$ cat config.mk
export PLATFORM = sky130hd
export DESIGN_NAME = spi_clock_divisor_search_top
export DESIGN_NICKNAME = d
export VERILOG_FILES = /design/src/rtl/scds_pkg.sv /design/src/rtl/spi_clock_divisor_search_top.sv /design/src/rtl/scds_div.sv /design/src/rtl/scds_dpath.sv /design/src/rtl/scds_ctrl.sv
export SDC_FILE = /design/constraint.sdc
export NUM_CORES = 1
export LEC_CHECK = 0
export ABC_CLOCK_PERIOD_IN_PS = 25600
export BUFFER_PORTS_ARGS = -buffer_cell sky130_fd_sc_hd__buf_2
export CAP_MARGIN = 20
export CORE_MARGIN = 3
export CORE_UTILIZATION = 62
export CTS_BUF_LIST = sky130_fd_sc_hd__clkbuf_4 sky130_fd_sc_hd__clkbuf_8
export DETAILED_ROUTE_END_ITERATION = 7
export GPL_ROUTABILITY_DRIVEN = 0
export PLACE_DENSITY = 0.8
export SYNTH_ARGS = -nofsm -noshare
export SYNTH_HDL_FRONTEND = slang
export SYNTH_HIERARCHICAL = 1
export SYNTH_SLANG_ARGS = --single-unit
export TNS_END_PERCENT = 100
$ cat constraint.sdc
create_clock -name clock -period 25.6 [get_ports clock]
set_input_delay 5.12 -clock clock [delete_from_list [all_inputs] [get_ports clock]]
set_output_delay 5.12 -clock clock [all_outputs]
set_load 0.01 [all_outputs]
$ cat src/rtl/scds_pkg.sv
// Package for the serial clock divisor search block.
// Shared constants, register indexes and the controller/datapath command and status types.
// No dependencies.
`default_nettype none

package scds_pkg;

   // Field widths
   localparam int unsigned RATE_W   = 32;
   localparam int unsigned PRESC_W  = 8;
   localparam int unsigned POST_W   = 8;
   localparam int unsigned ACH_W    = 31;
   localparam int unsigned PROD_W   = 40;   // rate * prescale
   localparam int unsigned DEN_W    = 16;   // prescale * (1 + post)
   localparam int unsigned CSR_W    = 32;
   localparam int unsigned CSR_IDX_W = 1;

   // Iterative divider: one quotient bit per cycle
   localparam int unsigned DIV_STEPS = 32;
   localparam int unsigned DIV_CNT_W = $clog2(DIV_STEPS + 1);

   // Configuration defaults
   localparam logic [RATE_W-1:0]  CLK_HZ_RESET       = 32'd150000000;
   localparam logic [PRESC_W-1:0] MIN_PRESCALE_RESET = 8'd2;
   localparam int unsigned        MAX_PRESCALE_DEFAULT = 254;
   localparam logic [POST_W-1:0]  POST_MAX           = 8'd255;

   // Configuration register indexes
   localparam logic [CSR_IDX_W-1:0] CSR_PERIPHERAL_CLOCK = 1'b0;
   localparam logic [CSR_IDX_W-1:0] CSR_MIN_PRESCALE     = 1'b1;

   // Controller -> datapath commands
   typedef struct packed {
      logic init;           // latch request, set first prescale, clear best
      logic mul_prod;       // divisor = rate * prescale
      logic div_q;          // start clk-1 / prod
      logic post_sat;       // post = 255 (zero product)
      logic post_clear;     // post = 0 (zero clock)
      logic take_post;      // post = min(quotient, 255)
      logic mul_den;        // divisor = prescale * (1 + post)
      logic div_a;          // start clk / den
      logic take_achieved;  // achieved rate = quotient
      logic eval;           // compare with best, step prescale
      logic deliver;        // present the result
   } cmd_type;

   // Datapath -> controller status
   typedef struct packed {
      logic prod_zero;
      logic clk_zero;
      logic div_done;
      logic exact;          // candidate taken with zero error
      logic last_p;         // candidate is the largest prescale
   } status_type;

endpackage

`default_nettype wire

$ cat src/rtl/spi_clock_divisor_search_top.sv
// Serial clock divisor search: top level.
// Depends on scds_pkg, scds_ctrl, scds_dpath (which holds scds_div).
//
// Usage:
//  - Request: drive req_target_rate_hz and raise start while busy is low; the
//    transfer happens at that edge. busy stays high until the result is out.
//  - Result: rsp_valid is high for exactly one cycle with rsp_prescale_value,
//    rsp_post_divider, rsp_achieved_rate_hz and rsp_rate_error_hz. The receiver
//    cannot stall; it must take the result in that cycle.
//  - Configuration: csr_write_enable with csr_index (0 peripheral clock in Hz,
//    1 minimum prescale) and csr_write_data, only while busy is low.
//  - Timing: each even prescale candidate makes two passes through a shared
//    32-step restoring divider (ceiling post-divider, then achieved rate) plus
//    setup/compare states; the ceiling division is skipped when the product
//    or the clock is zero. With the defaults a full sweep covers all 127
//    candidates, and the next request can transfer in the cycle after the
//    result strobe. The sweep ends early at the first exact match; one
//    request at a time.
//  - Reset (synchronous, active high): controller idles, peripheral clock
//    returns to 150 MHz and the minimum prescale to 2.
`default_nettype none

module spi_clock_divisor_search_top #(
   parameter int unsigned MAX_PRESCALE = scds_pkg::MAX_PRESCALE_DEFAULT
) (
   input  wire logic                            clock,
   input  wire logic                            reset,
   // Request channel
   input  wire logic                            start,
   output logic                                 busy,
   input  wire logic [scds_pkg::RATE_W-1:0]     req_target_rate_hz,
   // Result channel
   output logic                                 rsp_valid,
   output logic [scds_pkg::PRESC_W-1:0]         rsp_prescale_value,
   output logic [scds_pkg::POST_W-1:0]          rsp_post_divider,
   output logic [scds_pkg::ACH_W-1:0]           rsp_achieved_rate_hz,
   output logic [scds_pkg::RATE_W-1:0]          rsp_rate_error_hz,
   // Configuration port
   input  wire logic                            csr_write_enable,
   input  wire logic [scds_pkg::CSR_IDX_W-1:0]  csr_index,
   input  wire logic [scds_pkg::CSR_W-1:0]      csr_write_data
);

   scds_pkg::cmd_type    cmd;
   scds_pkg::status_type status;

   // Sequencer
   scds_ctrl u_ctrl (
      .clock     (clock),
      .reset     (reset),
      .start     (start),
      .busy      (busy),
      .rsp_valid (rsp_valid),
      .cmd       (cmd),
      .status    (status)
   );

   // Arithmetic and storage
   scds_dpath #(
      .MAX_PRESCALE (MAX_PRESCALE)
   ) u_dpath (
      .clock            (clock),
      .reset            (reset),
      .cmd              (cmd),
      .status           (status),
      .target_rate_hz   (req_target_rate_hz),
      .csr_write_enable (csr_write_enable),
      .csr_index        (csr_index),
      .csr_write_data   (csr_write_data),
      .prescale_value   (rsp_prescale_value),
      .post_divider     (rsp_post_divider),
      .achieved_rate_hz (rsp_achieved_rate_hz),
      .rate_error_hz    (rsp_rate_error_hz)
   );

endmodule

`default_nettype wire

$ cat src/rtl/scds_div.sv
// Restoring divider, one quotient bit per cycle: 32-bit dividend, 40-bit divisor.
// Depends on scds_pkg.
`default_nettype none

module scds_div (
   input  wire logic                          clock,
   input  wire logic                          reset,
   input  wire logic                          start,
   input  wire logic [scds_pkg::RATE_W-1:0]   dividend,
   input  wire logic [scds_pkg::PROD_W-1:0]   divisor,
   output logic                               done,
   output logic [scds_pkg::RATE_W-1:0]        quotient
);

   localparam int unsigned RW = scds_pkg::PROD_W;
   localparam int unsigned DW = scds_pkg::RATE_W;
   localparam int unsigned CW = scds_pkg::DIV_CNT_W;

   logic [RW-1:0] rem_ff, rem_in;
   logic [DW-1:0] dvd_ff, dvd_in;
   logic [RW-1:0] dsr_ff, dsr_in;
   logic [CW-1:0] cnt_ff, cnt_in;
   logic          busy_ff, busy_in;
   logic          done_ff, done_in;
   logic [RW:0]   trial;
   logic          ge;

   // Shift-subtract step
   assign trial = {rem_ff, dvd_ff[DW-1]};
   assign ge    = trial >= {1'b0, dsr_ff};

   always_comb begin
      rem_in  = rem_ff;
      dvd_in  = dvd_ff;
      dsr_in  = dsr_ff;
      cnt_in  = cnt_ff;
      busy_in = busy_ff;
      done_in = 1'b0;
      if (start) begin
         rem_in  = '0;
         dvd_in  = dividend;
         dsr_in  = divisor;
         cnt_in  = CW'(scds_pkg::DIV_STEPS);
         busy_in = 1'b1;
      end else if (busy_ff) begin
         rem_in = ge ? RW'(trial - {1'b0, dsr_ff}) : trial[RW-1:0];
         dvd_in = {dvd_ff[DW-2:0], ge};
         cnt_in = cnt_ff - CW'(1);
         if (cnt_ff == CW'(1)) begin
            busy_in = 1'b0;
            done_in = 1'b1;
         end
      end
   end

   // Control state
   always_ff @(posedge clock) begin
      if (reset) begin
         busy_ff <= 1'b0;
         done_ff <= 1'b0;
         cnt_ff  <= '0;
      end else begin
         busy_ff <= busy_in;
         done_ff <= done_in;
         cnt_ff  <= cnt_in;
      end
   end

   // Operands
   always_ff @(posedge clock) begin
      rem_ff <= rem_in;
      dvd_ff <= dvd_in;
      dsr_ff <= dsr_in;
   end

   assign done     = done_ff;
   assign quotient = dvd_ff;

endmodule

`default_nettype wire

$ cat src/rtl/scds_dpath.sv
// Datapath: configuration registers, candidate arithmetic, best-pair tracking, result registers.
// Depends on scds_pkg and scds_div.
`default_nettype none

module scds_dpath #(
   parameter int unsigned MAX_PRESCALE = scds_pkg::MAX_PRESCALE_DEFAULT
) (
   input  wire logic                            clock,
   input  wire logic                            reset,
   input  wire scds_pkg::cmd_type               cmd,
   output scds_pkg::status_type                 status,
   input  wire logic [scds_pkg::RATE_W-1:0]     target_rate_hz,
   input  wire logic                            csr_write_enable,
   input  wire logic [scds_pkg::CSR_IDX_W-1:0]  csr_index,
   input  wire logic [scds_pkg::CSR_W-1:0]      csr_write_data,
   output logic [scds_pkg::PRESC_W-1:0]         prescale_value,
   output logic [scds_pkg::POST_W-1:0]          post_divider,
   output logic [scds_pkg::ACH_W-1:0]           achieved_rate_hz,
   output logic [scds_pkg::RATE_W-1:0]          rate_error_hz
);

   localparam int unsigned RW = scds_pkg::RATE_W;
   localparam int unsigned PW = scds_pkg::PRESC_W;
   localparam int unsigned OW = scds_pkg::POST_W;
   localparam int unsigned AW = scds_pkg::ACH_W;
   localparam int unsigned XW = scds_pkg::PROD_W;
   localparam int unsigned NW = scds_pkg::DEN_W;
   localparam int unsigned TOP_EVEN = MAX_PRESCALE & 32'hFFFF_FFFE;
   localparam logic [PW-1:0] TOP_P = PW'((TOP_EVEN < 2) ? 2 : TOP_EVEN);

   logic [RW-1:0] clk_ff;
   logic [PW-1:0] minp_ff;
   logic [RW-1:0] rate_ff;
   logic [PW-1:0] p_ff, p_in;
   logic [OW-1:0] post_ff, post_in;
   logic [XW-1:0] prod_ff;
   logic [NW-1:0] den_ff;
   logic [AW-1:0] ach_ff;
   logic          have_ff;
   logic [PW-1:0] best_p_ff;
   logic [OW-1:0] best_post_ff;
   logic [AW-1:0] best_ach_ff;
   logic [RW-1:0] best_err_ff;

   logic [PW-1:0] first_p;
   logic [PW-1:0] minp_even;
   logic [RW-1:0] err;
   logic [RW-1:0] ach_ext;
   logic          take;
   logic          div_start;
   logic [RW-1:0] div_dividend;
   logic [XW-1:0] div_divisor;
   logic          div_done;
   logic [RW-1:0] div_quo;
   logic [NW:0]   den_full;

   // Configuration registers
   always_ff @(posedge clock) begin
      if (reset) begin
         clk_ff  <= scds_pkg::CLK_HZ_RESET;
         minp_ff <= scds_pkg::MIN_PRESCALE_RESET;
      end else if (csr_write_enable) begin
         unique case (csr_index)
            scds_pkg::CSR_PERIPHERAL_CLOCK: clk_ff  <= csr_write_data;
            scds_pkg::CSR_MIN_PRESCALE:     minp_ff <= csr_write_data[PW-1:0];
            default: ;
         endcase
      end
   end

   // First prescale: even, at least two, at most the top
   always_comb begin
      minp_even = {minp_ff[PW-1:1], 1'b0};
      if (minp_even < PW'(2)) begin
         first_p = PW'(2);
      end else if (minp_even > TOP_P) begin
         first_p = TOP_P;
      end else begin
         first_p = minp_even;
      end
   end

   // Shared divider
   assign div_start    = cmd.div_q | cmd.div_a;
   assign div_dividend = cmd.div_q ? (clk_ff - RW'(1)) : clk_ff;
   assign div_divisor  = cmd.div_q ? prod_ff : XW'(den_ff);

   scds_div u_div (
      .clock    (clock),
      .reset    (reset),
      .start    (div_start),
      .dividend (div_dividend),
      .divisor  (div_divisor),
      .done     (div_done),
      .quotient (div_quo)
   );

   // Candidate error and best compare
   assign ach_ext = RW'(ach_ff);
   assign err  = (ach_ext > rate_ff) ? (ach_ext - rate_ff) : (rate_ff - ach_ext);
   assign take = !have_ff || (err < best_err_ff);
   assign den_full = (NW+1)'(p_ff) * ((NW+1)'(post_ff) + (NW+1)'(1));

   // Post-divider select
   always_comb begin
      post_in = post_ff;
      if (cmd.post_sat) begin
         post_in = scds_pkg::POST_MAX;
      end else if (cmd.post_clear) begin
         post_in = '0;
      end else if (cmd.take_post) begin
         post_in = (div_quo > RW'(scds_pkg::POST_MAX)) ? scds_pkg::POST_MAX : div_quo[OW-1:0];
      end
   end

   assign p_in = cmd.init ? first_p : (cmd.eval ? (p_ff + PW'(2)) : p_ff);

   // Working registers
   always_ff @(posedge clock) begin
      p_ff    <= p_in;
      post_ff <= post_in;
      if (cmd.init) begin
         rate_ff <= target_rate_hz;
      end
      if (cmd.mul_prod) begin
         prod_ff <= XW'(rate_ff) * XW'(p_ff);
      end
      if (cmd.mul_den) begin
         den_ff <= den_full[NW-1:0];
      end
      if (cmd.take_achieved) begin
         ach_ff <= div_quo[AW-1:0];
      end
   end

   // Best pair so far
   always_ff @(posedge clock) begin
      if (reset) begin
         have_ff <= 1'b0;
      end else if (cmd.init) begin
         have_ff <= 1'b0;
      end else if (cmd.eval) begin
         have_ff <= 1'b1;
      end
   end

   always_ff @(posedge clock) begin
      if (cmd.eval && take) begin
         best_p_ff    <= p_ff;
         best_post_ff <= post_ff;
         best_ach_ff  <= ach_ff;
         best_err_ff  <= err;
      end
   end

   // Status
   assign status.prod_zero = (prod_ff == '0);
   assign status.clk_zero  = (clk_ff == '0);
   assign status.div_done  = div_done;
   assign status.exact     = take && (err == '0);
   assign status.last_p    = (p_ff == TOP_P);

   // Result fields hold the best pair while the strobe is up
   assign prescale_value   = best_p_ff;
   assign post_divider     = best_post_ff;
   assign achieved_rate_hz = best_ach_ff;
   assign rate_error_hz    = best_err_ff;

endmodule

`default_nettype wire

$ cat src/rtl/scds_ctrl.sv
// Controller state machine: sequences the candidate loop and drives datapath commands.
// Depends on scds_pkg.
`default_nettype none

module scds_ctrl (
   input  wire logic                  clock,
   input  wire logic                  reset,
   input  wire logic                  start,
   output logic                       busy,
   output logic                       rsp_valid,
   output scds_pkg::cmd_type          cmd,
   input  wire scds_pkg::status_type  status
);

   typedef enum logic [8:0] {
      ST_IDLE   = 9'b000000001,
      ST_PROD   = 9'b000000010,
      ST_QSTART = 9'b000000100,
      ST_QWAIT  = 9'b000001000,
      ST_DEN    = 9'b000010000,
      ST_ASTART = 9'b000100000,
      ST_AWAIT  = 9'b001000000,
      ST_EVAL   = 9'b010000000,
      ST_DONE   = 9'b100000000
   } state_type;

   state_type state_ff, state_in;

   // Next state and commands
   always_comb begin
      state_in = state_ff;
      cmd      = '0;
      unique case (state_ff)
         ST_IDLE: begin
            if (start) begin
               cmd.init = 1'b1;
               state_in = ST_PROD;
            end
         end
         ST_PROD: begin
            cmd.mul_prod = 1'b1;
            state_in     = ST_QSTART;
         end
         ST_QSTART: begin
            priority if (status.prod_zero) begin
               cmd.post_sat = 1'b1;
               state_in     = ST_DEN;
            end else if (status.clk_zero) begin
               cmd.post_clear = 1'b1;
               state_in       = ST_DEN;
            end else begin
               cmd.div_q = 1'b1;
               state_in  = ST_QWAIT;
            end
         end
         ST_QWAIT: begin
            if (status.div_done) begin
               cmd.take_post = 1'b1;
               state_in      = ST_DEN;
            end
         end
         ST_DEN: begin
            cmd.mul_den = 1'b1;
            state_in    = ST_ASTART;
         end
         ST_ASTART: begin
            cmd.div_a = 1'b1;
            state_in  = ST_AWAIT;
         end
         ST_AWAIT: begin
            if (status.div_done) begin
               cmd.take_achieved = 1'b1;
               state_in          = ST_EVAL;
            end
         end
         ST_EVAL: begin
            cmd.eval = 1'b1;
            state_in = (status.exact || status.last_p) ? ST_DONE : ST_PROD;
         end
         ST_DONE: begin
            cmd.deliver = 1'b1;
            state_in    = ST_IDLE;
         end
         default: begin
            state_in = ST_IDLE;
         end
      endcase
   end

   always_ff @(posedge clock) begin
      if (reset) begin
         state_ff <= ST_IDLE;
      end else begin
         state_ff <= state_in;
      end
   end

   assign busy      = (state_ff != ST_IDLE);
   assign rsp_valid = cmd.deliver;

endmodule

`default_nettype wire

==> results_tabular.tex <==
\begin{tabular}{lr}
\hline
Metric & Value \\
\hline
\multicolumn{2}{l}{\textbf{Status}} \\
\quad Run status & finished clean \\
\multicolumn{2}{l}{\textbf{Power}} \\
\quad Lkg Pwr & 15.2 nW \\
\quad Max rail drop VDD & just under 0.00009 V \\
\quad P per Cell Area & $\sim$90 nW/µm² \\
\multicolumn{2}{l}{\textbf{Clock network}} \\
\quad CTS HTree Levels & 3 \\
\quad Number of clock buffers inserted by TritonCTS & between 60 and 70 \\
\quad Clk\_lat worst skew & $\sim$650 ps \\
\quad CTS hold repair buffers & 0 \\
\quad Number of gates resized after cts & 0 \\
\quad Count of buffers added by post-CTS timing repair for setup & 0 \\
\quad CTS tree & yes \\
\quad CTS sink count & roughly 380 \\
\quad Buffer depth of the longest clock path & 3 \\
\quad Clock transition at the registers of the reported paths & $\sim$60 ps \\
\quad Clock root buffer & sky130\_fd\_sc\_hd\_\_clkbuf\_8 \\
\multicolumn{2}{l}{\textbf{Detailed routing}} \\
\quad Routed via count & 25,047 \\
\quad Via-to-Cell Ratio & between 6 and 7 \\
\quad Iteration-0 DRC count of the detailed router & 2,708 \\
\quad Final antenna-violating net count & 0 \\
\quad First-pass iteration count of the detailed router & 8 \\
\quad Post-DR wirelength/cell & around 21 µm \\
\quad Number of remaining DRC errors & 0 \\
\quad Final wirelength & 85,200 µm \\
\multicolumn{2}{l}{\textbf{Global route}} \\
\quad Global Route met1 Usage & roughly 43\% \\
\quad Total GRT Usage & about a third \\
\quad Met3 usage in global routing & 6.75\% \\
\quad Global-route wire length before repair & $\sim$130,000 µm \\
\quad Maximum number of pins on one net before global-route repair & approximately 90 \\
\quad Vias in the first global route & around 25,000 \\
\quad Busiest layer in global routing & met2 \\
\quad Antenna violations before repair & 5 \\
\quad Met2 capacity usage during global routing & slightly above 50\% \\
\quad GR Overflow Total & 0 \\
\multicolumn{2}{l}{\textbf{Worst hold path}} \\
\quad Type of the worst min-delay path & reg -> reg \\
\quad Hold Path Cell Cnt & 0 \\
\multicolumn{2}{l}{\textbf{Yosys}} \\
\quad Post-Syn Area per Cell & between 9 and 10 µm² \\
\quad Number of standard cells after synthesis & 3,252 \\
\quad Synth warnings & 6 \\
\quad Post-Syn Area & between 30,000 and 40,000 µm² \\
\multicolumn{2}{l}{\textbf{Floorplan}} \\
\quad Initial Utilization & roughly 63\% \\
\quad Die Height & $\sim$230 µm \\
\quad Number of I/O pins & 150 \\
\quad Num rows & 81 \\
\quad Chip Width & about 230 µm \\
\quad Area inside the core boundary & approximately 49,000 µm² \\
\quad Overall die area & about 53,000 µm² \\
\multicolumn{2}{l}{\textbf{Worst setup path}} \\
\quad Most Frequent Cell on Critical Path & sky130\_fd\_sc\_hd\_\_a21oi\_1 \\
\quad Cell with the biggest individual delay on the critical path & sky130\_fd\_sc\_hd\_\_edfxtp\_1 \\
\quad WP data required & between 20,000 and 30,000 ps \\
\quad Largest stage delay, worst path & roughly 490 ps \\
\quad Maximum fanout along the worst path & 13 \\
\quad Start-to-end type of the worst setup path & reg -> reg \\
\quad Family of cells with the greatest summed delay on the critical path & compound AO/OA/AOI/OAI gates \\
\quad Path depth of the worst reg2reg path & 28 \\
\quad Worst path depth & 28 \\
\quad Crit path arrival time & 7580 ps \\
\quad Crit path buffers/inverters & 3 \\
\quad Endpoint type of the worst setup path & flip-flop \\
\quad Setup crit start kind & flip-flop \\
\multicolumn{2}{l}{\textbf{Cells and area}} \\
\quad Layout-stage area growth over the synthesis result & 8.69\% \\
\quad Layout net count & a little under 4,000 \\
\quad Post-layout utilization of the core & 68.6\% \\
\quad Fill cell total of the finished layout & roughly 3,700 \\
\quad Share of layout cells above drive strength 1 & roughly an eighth \\
\multicolumn{2}{l}{\textbf{STA}} \\
\quad Final clock period utilization by the worst path & 27.8\% \\
\quad Min cycle time layout & 7120 ps \\
\quad Number of failing hold endpoints at the final stage & 0 \\
\quad Setup total negative slack & 0 ps \\
\quad Unrepaired setup endpoints after global routing & no \\
\quad Relative slew slack & a little under a fifth \\
\quad Number of max-slew violations in the final report & 0 \\
\quad Fmax & between 100 and 150 MHz \\
\quad Total of endpoints with negative setup slack in the final report & 0 \\
\quad Pin slew with the least headroom to its limit & about 1200 ps \\
\quad Final setup skew & a little over 30 ps \\
\multicolumn{2}{l}{\textbf{Place}} \\
\quad Count of input and output buffers & 148 \\
\quad DPL Wire Length & between 60,000 and 70,000 µm \\
\multicolumn{2}{l}{\textbf{Flow run}} \\
\quad Max-capacitance violation count & 0 \\
\hline
\end{tabular}
[state kept, by name, indices dropped and copies added (netlist names), 8 cells and up]
name,count
u_dpath/u_div/rem_ff,40
u_dpath/clk_ff,32
u_dpath/den_ff,15
u_dpath/prod_ff,39
u_dpath/u_div/dsr_ff,40
u_dpath/u_div/quotient,32
u_dpath/rate_ff,32
u_dpath/post_ff,8
u_dpath/ach_ff,31
u_dpath/post_divider,8
u_ctrl/state_ff,9
u_dpath/rate_error_hz,32
u_dpath/achieved_rate_hz,31
[worst paths after layout]
| kind | startpoint | to | slack (ps) |
|---|---|---|---|
| worst max-delay path | u_dpath/rate_ff[0]$_DFFE_PP_ | u_ctrl/state_ff[1]$_SDFFE_PP0P_ | 18480 |
| worst min-delay path | u_dpath/u_div/quotient[17]$_DFFE_PP_ | u_dpath/ach_ff[17]$_DFFE_PP_ | 480 |
| worst min register to register | u_dpath/u_div/quotient[17]$_DFFE_PP_ | u_dpath/ach_ff[17]$_DFFE_PP_ | 480 |
| worst max register to register | u_dpath/rate_ff[0]$_DFFE_PP_ | u_ctrl/state_ff[1]$_SDFFE_PP0P_ | 18480 |
[power by group]
part	internal, mW	switching (mW)	leakage [nW]	total [mW]
logic	0.615	0.935	11.1	1.55
registers	0.761	0.0440	3.33	0.805
clock network	0.352	0.262	0.764	0.614
total	1.73	1.24	15.2	2.97
[through the flow]
step	hold WS (ps)	worst slack, ps	std cells	instance area [µm²]	power (mW)
after floorplan	424	15370	3253	31000	1.91
after global placement	458	18750	3951	32200	2.27
after detailed placement	461	18440	3951	32200	2.32
after CTS	474	18410	4074	33700	2.95
after global routing	495	18230	4080	33700	3.17
final	475	18480	4081	33700	2.97
[routing by layer]
| layer | vias up | share of wire [%] |
|---|---|---|
| li1 | 11386 | - |
| met1 | 12039 | 39 |
| met3 | 280 | 10 |
| met5 | - | 0.015 |
| met2 | 1340 | 46 |
| met4 | 2 | 4.7 |
[cells in the final DEF, fill, tap and decap left out, types with 17 or more instances in the layout]
cell and instances:
sky130_fd_sc_hd__o211ai_1 17, sky130_fd_sc_hd__inv_1 404, sky130_fd_sc_hd__nor4_1 34, sky130_fd_sc_hd__edfxtp_1 274, sky130_fd_sc_hd__clkbuf_8 76, sky130_fd_sc_hd__a311oi_1 29, sky130_fd_sc_hd__and3_1 20, sky130_fd_sc_hd__and2_1 213
sky130_fd_sc_hd__buf_4 19, sky130_fd_sc_hd__nor2b_1 29, sky130_fd_sc_hd__nand4_1 38, sky130_fd_sc_hd__fa_1 187, sky130_fd_sc_hd__o21ai_0 90, sky130_fd_sc_hd__xnor2_1 75, sky130_fd_sc_hd__a21o_1 84, sky130_fd_sc_hd__nor3_1 53
sky130_fd_sc_hd__xor2_1 68, sky130_fd_sc_hd__nor2_1 186, sky130_fd_sc_hd__clkbuf_4 19, sky130_fd_sc_hd__nand3_1 50, sky130_fd_sc_hd__dfxtp_1 104, sky130_fd_sc_hd__o21a_1 27, sky130_fd_sc_hd__nand2b_1 42, sky130_fd_sc_hd__nand2_1 313
sky130_fd_sc_hd__ha_1 260, sky130_fd_sc_hd__o21bai_1 25, sky130_fd_sc_hd__a211oi_1 19, sky130_fd_sc_hd__buf_2 148, sky130_fd_sc_hd__a21oi_1 181, sky130_fd_sc_hd__mux2_2 50
[area by class of cell]
cell class                 count  area, µm²  share of cell area [%]
multi-input combinational   2336      18600                    55.2
sequential                   379      10300                    30.6
inverter                     406       1520                    4.52
clock buffer                  95       1190                    3.52
timing repair buffer         171        953                    2.83
tap                          664        831                    2.46
clock inverter                28        278                   0.823
antenna                        2       5.00                  0.0148
No activity file was read; power rests on OpenSTA's default activity.
